--- src/rtl/cxs_pkg.sv ---
// ----------------------------------------------------------------------------
// cxs_pkg
// Shared types and constants for the ChaCha-seeded xorshift decryptor.
// ----------------------------------------------------------------------------
package cxs_pkg;
  localparam logic [31:0] SIGMA0 = 32'h61707865;
  localparam logic [31:0] SIGMA1 = 32'h3320646e;
  localparam logic [31:0] SIGMA2 = 32'h79622d32;
  localparam logic [31:0] SIGMA3 = 32'h6b206574;
  localparam logic [31:0] ALL_ONES = 32'hffffffff;

  localparam logic [2:0] REG_KEY0 = 3'd0;
  localparam logic [2:0] REG_KEY1 = 3'd1;
  localparam logic [2:0] REG_KEY2 = 3'd2;
  localparam logic [2:0] REG_KEY3 = 3'd3;
  localparam logic [2:0] REG_NONCE = 3'd4;
  localparam logic [2:0] REG_SEED = 3'd5;

  typedef enum logic [2:0] {
    ST_IDLE,
    ST_LOAD,
    ST_ROUND,
    ST_FINAL,
    ST_XOR,
    ST_OUT
  } state_t;

  function automatic logic [31:0] rotl(input logic [31:0] v, input int n);
    rotl = (v << n) | (v >> (32 - n));
  endfunction
endpackage

--- src/rtl/cxs_qround.sv ---
// ----------------------------------------------------------------------------
// cxs_qround
// Shared ChaCha quarter-round unit, one quarter round per cycle.
// ----------------------------------------------------------------------------
module cxs_qround (
  input  logic [31:0] a,
  input  logic [31:0] b,
  input  logic [31:0] c,
  input  logic [31:0] d,
  output logic [31:0] a_out,
  output logic [31:0] b_out,
  output logic [31:0] c_out,
  output logic [31:0] d_out
);
  import cxs_pkg::*;
  logic [31:0] a1, b1, c1, d1, a2, c2, d2;
  always_comb begin
    a1 = a + b;
    d1 = rotl(d ^ a1, 16);
    c1 = c + d1;
    b1 = rotl(b ^ c1, 12);
    a2 = a1 + b1;
    d2 = rotl(d1 ^ a2, 8);
    c2 = c1 + d2;
    a_out = a2;
    d_out = d2;
    c_out = c2;
    b_out = rotl(b1 ^ c2, 7);
  end
endmodule

--- src/rtl/chacha8_xorshift_stream_decrypt.sv ---
// ----------------------------------------------------------------------------
// chacha8_xorshift_stream_decrypt
// Byte stream decryptor: payload XOR a ChaCha-seeded xorshift keystream.
// ----------------------------------------------------------------------------
// A byte at the first position of a chunk passes through the states LOAD,
// ROUND, FINAL and XOR before its result is shown in OUT: the single shared
// quarter-round unit runs eight quarter rounds per double round, one per
// cycle. Any other byte goes from LOAD straight to XOR and then OUT. Results
// leave through a one-beat output register; the block takes no new byte
// until that result has been taken and the state is back in IDLE.
// No clearing pass after reset.
module chacha8_xorshift_stream_decrypt #(
  parameter int CHUNK_BYTES = 1024,
  parameter int DOUBLE_ROUNDS = 4
) (
  input  logic        clk,
  input  logic        rst,
  input  logic        cfg_we,
  input  logic [2:0]  cfg_index,
  input  logic [63:0] cfg_data,
  input  logic        in_valid,
  output logic        in_ready,
  input  logic [7:0]  cipher_byte,
  input  logic        message_start,
  output logic        out_valid,
  input  logic        out_ready,
  output logic [7:0]  plain_byte
);
  import cxs_pkg::*;
  localparam int PW = $clog2(CHUNK_BYTES);
  localparam int RW = $clog2(DOUBLE_ROUNDS * 8 + 1);

  logic [63:0] key [4];
  logic [31:0] nonce, seed;
  logic [63:0] counter;
  logic [PW-1:0] position;
  logic [31:0] win [16];
  logic [31:0] w [16];
  logic [7:0] cbyte;
  logic [RW-1:0] qcount;
  state_t state, state_next;
  logic [31:0] qa, qb, qc, qd, ra, rb, rc, rd;
  logic [3:0] ia, ib, ic, id;
  logic [PW-1:0] p_eff;
  logic [3:0] slot;
  logic [31:0] xs, xs1, xs2, fb;

  cxs_qround u_qround (
    .a(qa), .b(qb), .c(qc), .d(qd),
    .a_out(ra), .b_out(rb), .c_out(rc), .d_out(rd)
  );

  always_comb begin
    logic [1:0] col;
    col = qcount[1:0];
    if (!qcount[2]) begin
      ia = {2'b00, col};
      ib = {2'b01, col};
      ic = {2'b10, col};
      id = {2'b11, col};
    end else begin
      ia = {2'b00, col};
      ib = {2'b01, col + 2'd1};
      ic = {2'b10, col + 2'd2};
      id = {2'b11, col + 2'd3};
    end
    qa = w[ia];
    qb = w[ib];
    qc = w[ic];
    qd = w[id];
  end

  assign slot = position[5:2];
  always_comb begin
    xs1 = win[slot] ^ (win[slot] << 13);
    xs2 = xs1 ^ (xs1 >> 17);
    xs = xs2 ^ (xs2 << 5);
    fb = seed ^ nonce;
    if (fb == '0) fb = (seed != '0) ? seed : ALL_ONES;
  end

  always_comb begin
    state_next = state;
    unique case (state)
      ST_IDLE: if (in_valid) state_next = ST_LOAD;
      ST_LOAD: begin
        if (position == '0) state_next = ST_ROUND;
        else state_next = ST_XOR;
      end
      ST_ROUND: if (qcount == RW'(DOUBLE_ROUNDS * 8 - 1)) state_next = ST_FINAL;
      ST_FINAL: state_next = ST_XOR;
      ST_XOR: state_next = ST_OUT;
      ST_OUT: if (out_ready) state_next = ST_IDLE;
      default: state_next = ST_IDLE;
    endcase
  end

  always_comb begin
    in_ready = (state == ST_IDLE);
    out_valid = (state == ST_OUT);
  end

  assign p_eff = message_start ? '0 : position;

  always_ff @(posedge clk) begin
    if (rst) begin
      state <= ST_IDLE;
      counter <= '0;
      position <= '0;
      qcount <= '0;
      for (int i = 0; i < 4; i++) key[i] <= '0;
      nonce <= '0;
      seed <= '0;
    end else begin
      state <= state_next;
      if (cfg_we) begin
        unique case (cfg_index)
          REG_KEY0: key[0] <= cfg_data;
          REG_KEY1: key[1] <= cfg_data;
          REG_KEY2: key[2] <= cfg_data;
          REG_KEY3: key[3] <= cfg_data;
          REG_NONCE: nonce <= cfg_data[31:0];
          REG_SEED: seed <= cfg_data[31:0];
          default: ;
        endcase
      end
      unique case (state)
        ST_IDLE: if (in_valid) begin
          cbyte <= cipher_byte;
          position <= p_eff;
          if (message_start) counter <= '0;
        end
        ST_LOAD: begin
          qcount <= '0;
          w[0] <= SIGMA0; w[1] <= SIGMA1; w[2] <= SIGMA2; w[3] <= SIGMA3;
          for (int i = 0; i < 4; i++) begin
            w[4 + 2 * i] <= key[i][31:0];
            w[5 + 2 * i] <= key[i][63:32];
          end
          w[12] <= counter[31:0];
          w[13] <= counter[63:32];
          w[14] <= nonce;
          w[15] <= seed;
          if ({1'b0, position} >= (PW + 1)'(64) && position[1:0] == 2'd0)
            win[slot] <= (xs == '0) ? fb : xs;
        end
        ST_ROUND: begin
          w[ia] <= ra; w[ib] <= rb; w[ic] <= rc; w[id] <= rd;
          qcount <= qcount + RW'(1);
        end
        ST_FINAL: begin
          win[0] <= w[0] + SIGMA0; win[1] <= w[1] + SIGMA1;
          win[2] <= w[2] + SIGMA2; win[3] <= w[3] + SIGMA3;
          for (int i = 0; i < 4; i++) begin
            win[4 + 2 * i] <= w[4 + 2 * i] + key[i][31:0];
            win[5 + 2 * i] <= w[5 + 2 * i] + key[i][63:32];
          end
          win[12] <= w[12] + counter[31:0];
          win[13] <= w[13] + counter[63:32];
          win[14] <= w[14] + nonce;
          win[15] <= w[15] + seed;
        end
        ST_XOR: begin
          plain_byte <= cbyte ^ 8'(win[slot] >> {position[1:0], 3'b000});
          if ({1'b0, position} == (PW + 1)'(CHUNK_BYTES - 1)) begin
            position <= '0;
            counter <= counter + 64'd1;
          end else begin
            position <= position + PW'(1);
          end
        end
        ST_OUT: ;
        default: ;
      endcase
    end
  end
endmodule

--- config.mk ---
export PLATFORM = sky130hd
export DESIGN_NAME = chacha8_xorshift_stream_decrypt
export DESIGN_NICKNAME = d
export VERILOG_FILES = /design/src/rtl/cxs_pkg.sv /design/src/rtl/cxs_qround.sv /design/src/rtl/chacha8_xorshift_stream_decrypt.sv
export SDC_FILE = /design/constraint.sdc
export NUM_CORES = 2
export LEC_CHECK = 0
export BUFFER_PORTS_ARGS = -buffer_cell sky130_fd_sc_hd__buf_2
export CORE_UTILIZATION = 35
export CTS_BUF_LIST = sky130_fd_sc_hd__clkbuf_16
export DETAILED_ROUTE_END_ITERATION = 7
export PLACE_DENSITY = 0.45
export SETUP_SLACK_MARGIN = 0.4
export SKIP_CTS_REPAIR_TIMING = 1
export SYNTH_ARGS = -nofsm -noshare
export SYNTH_HDL_FRONTEND = slang
export SYNTH_HIERARCHICAL = 1
export SYNTH_SLANG_ARGS = --single-unit
--- constraint.sdc ---
create_clock -name clk -period 34.8 [get_ports clk]
set_clock_uncertainty 0.05 [all_clocks]
set_input_delay 6.96 -clock clk [delete_from_list [all_inputs] [get_ports clk]]
set_output_delay 6.96 -clock clk [all_outputs]
set_load 0.01 [all_outputs]
# After elaboration in Yosys (flattened, before gate mapping)
# Memories as Yosys holds them, arrays and structs flattened. A register that Yosys moved wholly into a read port is not among the register bits.
# Index checks and enable logic that the tools add are counted.
# word_totals
register_bits	163
ramBits	1280
mem_count	3
# memory_table
memory	words	word_bits	rd	rd_clocked_by_memory_dff	write_ports	line	rtl
w	16	32	20	1	16	chacha8_xorshift_stream_decrypt.sv:38	logic [31:0] w [16];
win	16	32	1	1	16	chacha8_xorshift_stream_decrypt.sv:37	logic [31:0] win [16];
key	4	64	4	0	4	chacha8_xorshift_stream_decrypt.sv:33	logic [63:0] key [4];
# op_classes
add_sub_neg	26
n_lt_le_gt_ge	1
eq_ne	17
shift	1
muxes	74
bitwise	18
reduce_logical	22
# op_table
op	count
32-bit adder	16
64-bit 2-to-1 mux	7
32-bit 2-to-1 mux	8
32-bit bitwise XOR	7
32-bit OR reduction	5
64-bit case mux with 2 select lines	1
32-bit by 31-bit adder with 32-bit output (second input constant)	3
64-bit by 1-bit adder with 64-bit output (second input constant)	1
32-bit zero test	2
1-bit 2-to-1 mux	36
4-bit 2-to-1 mux	9
32-bit by 30-bit adder with 32-bit output (second input constant)	1
32-bit by 12-bit bitwise OR with 32-bit output	1
32-bit by 16-bit bitwise OR with 32-bit output	1
32-bit by 7-bit bitwise OR with 32-bit output	1
32-bit by 8-bit bitwise OR with 32-bit output	1
32-bit nonzero test	1
32-bit by 5-bit >> shifter with 8-bit output	1
32-bit by 15-bit bitwise XOR with 32-bit output	1
10-bit 2-to-1 mux	3
10-bit case mux with 2 select lines	1
3-bit case mux with 6 select lines	1
3-bit by 2-bit == test with 1-bit output (second input constant)	4
3-bit == test (second input constant)	4
other kinds (24)	43

# Longest topological paths before layout
# An unclocked memory read counts as a cell.
# depth
word_depth	16
ltp_mapped	54
ltp_nobuf	52

# By module
# Netlist, hierarchy kept.
# by_module_without_submodules
mod	instances	cells_per_inst	area_per_inst_um2
chacha8_xorshift_stream_decrypt	1	7086	84725.0
cxs_qround	1	1004	7518.5

# Worst setup path after synthesis
# OpenSTA, ideal clock, no wires.
# synth_timing
path_kind	reg2reg
startpoint	register qcount[0]
endpoint	memory w[4][6], data pin
setup_ns	0.260
arrival_time_ns	11.865
slack_ns	22.625
path_stages_with_launch	51
path_buffers	3
cell_sequence	dfxtp_1 -> clkbuf_1 -> inv_1 -> ha_1 -> nand2_1 -> o21a_1 -> clkbuf_1 -> clkbuf_1 -> mux4_2 -> fa_1 -> a21o_1 -> a21o_1 -> a2111oi_2 -> nor3b_1 -> o31ai_2 -> nor2_1 -> a211oi_1 -> xnor2_1 -> [... 15 more ...] -> o311a_1 -> a221oi_2 -> a21oi_2 -> o41ai_4 -> xnor2_1 -> xor2_1 -> ha_1 -> o21ai_0 -> o211ai_1 -> and2_1 -> a2111oi_0 -> o211a_1 -> nor2_1 -> a311oi_1 -> xnor2_1 -> xor2_1 -> xor2_1 -> mux2_2
# synth_rtl
item	line	rtl
from (decl)	chacha8_xorshift_stream_decrypt.sv:40	logic [RW-1:0] qcount;
from (signal assigned)	chacha8_xorshift_stream_decrypt.sv:149	qcount <= qcount + RW'(1);
to (decl)	chacha8_xorshift_stream_decrypt.sv:38	

==> run_results.csv <==
group,metric,value,unit
clock_network,clockRootBuffer,"clkbuf_16",
routing,drc,0,
setup_path,path_common_cell,"xor2_1",
clock_network,clk_latency,0.90,ns
sta,slew_headroom,6.22,%
clock_network,clk_path_buf_depth,4,
sta,rsz0062_at_grt,"false",
global_routing,grt_max_degree,93,
routing,drt_wl_total,470,mm
logic_synthesis,ys_seq_area_share,45.5,%
logic_synthesis,synth_cells,8090,
place,placedCellCount,11527,
setup_path,start_kind,"flop",
job,maxCapViolCount,0,
logic_synthesis,synthDistinctLibCells,101,
cells_and_area,n_fill_cell,25298,
floorplan,ios,91,
cells_and_area,instances_no_fill,11880,
logic_synthesis,synth.net_count,8697,
setup_path,path_max_fanout,31,
sta,fin_crit,17.11,ns
floorplan,initial_utilization,35.2,%
sta,worst_slew_pin_slew,1.40,ns
cells_and_area,multi_input_area,48700,sq um
global_routing,grt_pass1_vias,68681,
sta,fin_crit_sh,49.2,%
routing,drt_iter0_drc,10896,
global_routing,grt_overflow_total,0,
place,dp_hpwl,374,mm
setup_path,cpPeakStageDelay,0.84,ns
floorplan,rows,188,
routing,via_per_inst,6.19,
cells_and_area,nets,8804,
floorplan,dieWidth,515,microns
clock_network,h-tree-depth,4,
setup_path,required,35.38,ns
routing,ant_nets,0,
logic_synthesis,synthArstFlopShare,0,%
setup_path,arrival,17.68,ns
routing,wl_per_cell,39.6,microns
setup_path,end_kind,"flop",
sta,worst_hold_slack,0.463,ns
logic_synthesis,synth-edff-count,1296,
floorplan,dieHeight,515,microns
global_routing,antenna_found_initial,86,
floorplan,core,262000,sq um
place,gp_congestion,1.01,
logic_synthesis,syn_area,92200,sq um
floorplan,dieArea,266000,sq um
cells_and_area,final_area,103000,sq um
clock_network,cts_tree,"built",
clock_network,cts_sinks,1449,
cells_and_area,layout-drive-gt1-share,17.5,%
logic_synthesis,yosys-top-cells-area,"edfxtp_1, ha_1, mux4_2, mux2_2, xor2_1",
sta,fmax,58.5,MHz
place,io_buffers,90,
setup_path,critical_path_class,"flop to flop",
outcome,status,"finished clean",
logic_synthesis,synth_common_cells,"edfxtp_1, a21oi_1, nand2_1",
routing,firstDrtPassIters,6,
global_routing,grt_pass1_wl,621,mm
logic_synthesis,ys_seq_elements,1449,
place,place_area,97500,sq um
cells_and_area,regArea,42000,sq um
logic_synthesis,yosysWarnings,6,
logic_synthesis,yosysMostFrequentCell,"edfxtp_1",
sta,hold_violations,0,
clock_network,clk_pin_slew_worst_paths,0.07,ns
routing,vias,73488,
clock_network,cts_made_buffers,183,
logic_synthesis,synth_top_area_share,42.2,%
logic_synthesis,ys.flop_type,"edfxtp_1",
sta,setup_viol,0,
cells_and_area,syn2layout_area_growth,12.2,%
logic_synthesis,synth_area_per_cell,11.4,sq um
setup_path,worst_path_max_delay_cell,"xor2_1",
global_routing,track_usage,34.7,%
sta,fin_tns_setup,0,ns
hold_path,hold_path_class,"flop to flop",
sta,slew_viol_final,0,
logic_synthesis,synth_area_leader_cell,"edfxtp_1",
==> state kept, by name, indices dropped and copies added, names as in the netlist, named ones only <==
register    count
nonce          32
state           3
win           512
key           256
seed           32
qcount          6
cbyte           8
w             512
counter        64
position       10
plain_byte      8
==> worst max-delay path, delay by kind of cell (launching register included) <==
family                   cells  cell delay (ns)
multiplexers                 2             0.85
adder cells (fa/ha/maj)      6             2.38
buffers and inverters        3             0.97
XOR/XNOR                     8             3.51
AND/OR/NAND/NOR              5             0.99
flip-flops                   1             0.61
AO/OA/AOI/OAI               25             7.40
==> cells by family after synthesis <==
kind of cell / after synthesis / share of synthesized area (%)
AO/OA/AOI/OAI: 2075 / 14.5
XOR/XNOR: 858 / 8.24
adder cells (fa/ha/maj): 526 / 7.26
buffers and inverters: 505 / 2.30
flip-flops: 1449 / 45.5
multiplexers: 657 / 11.2
AND/OR/NAND/NOR: 2020 / 10.9
==> per-stage QoR <==
step | utilization, % | setup slack, ns
after floorplan | - | 22.63
after global placement | 37.2 | 18.10
after detailed placement | 37.2 | 17.84
after CTS | 39.4 | 17.78
after global routing | 39.4 | 17.23
final | 39.5 | 17.69
==> path summary, 6_finish.rpt <==
check,start,cells past startpoint,slack (ns),endpoint
hold reg to reg,nonce[21],2,0.46,nonce[21]
setup / recovery,qcount[0],49,17.69,w[4][5]
setup reg to reg,qcount[0],49,17.69,w[4][5]
hold / removal,nonce[21],2,0.46,nonce[21]
==> area by class of cell <==
class	instances	area share [%]
diodes	17	0.0411
clock buffers	192	4.64
clock inverters	144	1.13
inverters	173	0.627
multi-input cells	6136	47.1
flip-flops and latches	1449	40.6
well taps	3515	4.25
repair buffers	254	1.65
==> routing by layer <==
layer,vias to the layer above,wire length [microns],track usage (%)
met2,4010,201000,52.0
met1,38061,205000,49.6
met5,-,143,0
met3,645,44300,6.51
li1,30750,-,-
met4,22,19600,12.7
==> cells in the final DEF, fill, tap and decap left out, types with 93 or more instances in the layout <==
| cell type | synthesis | final |
|---|---|---|
| dfxtp_1 | 153 | 147 |
| nor3_1 | 99 | 93 |
| o21ai_0 | 363 | 345 |
| xor2_1 | 491 | 475 |
| a21oi_1 | 762 | 762 |
| nand2b_1 | 145 | 144 |
| a21o_1 | 186 | 185 |
| clkbuf_16 | 0 | 192 |
| and3_1 | 125 | 125 |
| and2_1 | 292 | 292 |
| a21oi_2 | 107 | 107 |
| edfxtp_1 | 1296 | 1296 |
| xnor2_1 | 359 | 353 |
| mux2_2 | 382 | 382 |
| nand2_1 | 529 | 520 |
| mux4_2 | 265 | 265 |
| nor2_1 | 446 | 442 |
| buf_4 | 5 | 163 |
| nand3_1 | 111 | 109 |
| inv_1 | 172 | 208 |
| ha_1 | 510 | 509 |
Power is left out: the tool's default activity adds up to more than one toggle a clock period on the data nets, which glitch-free logic cannot reach.
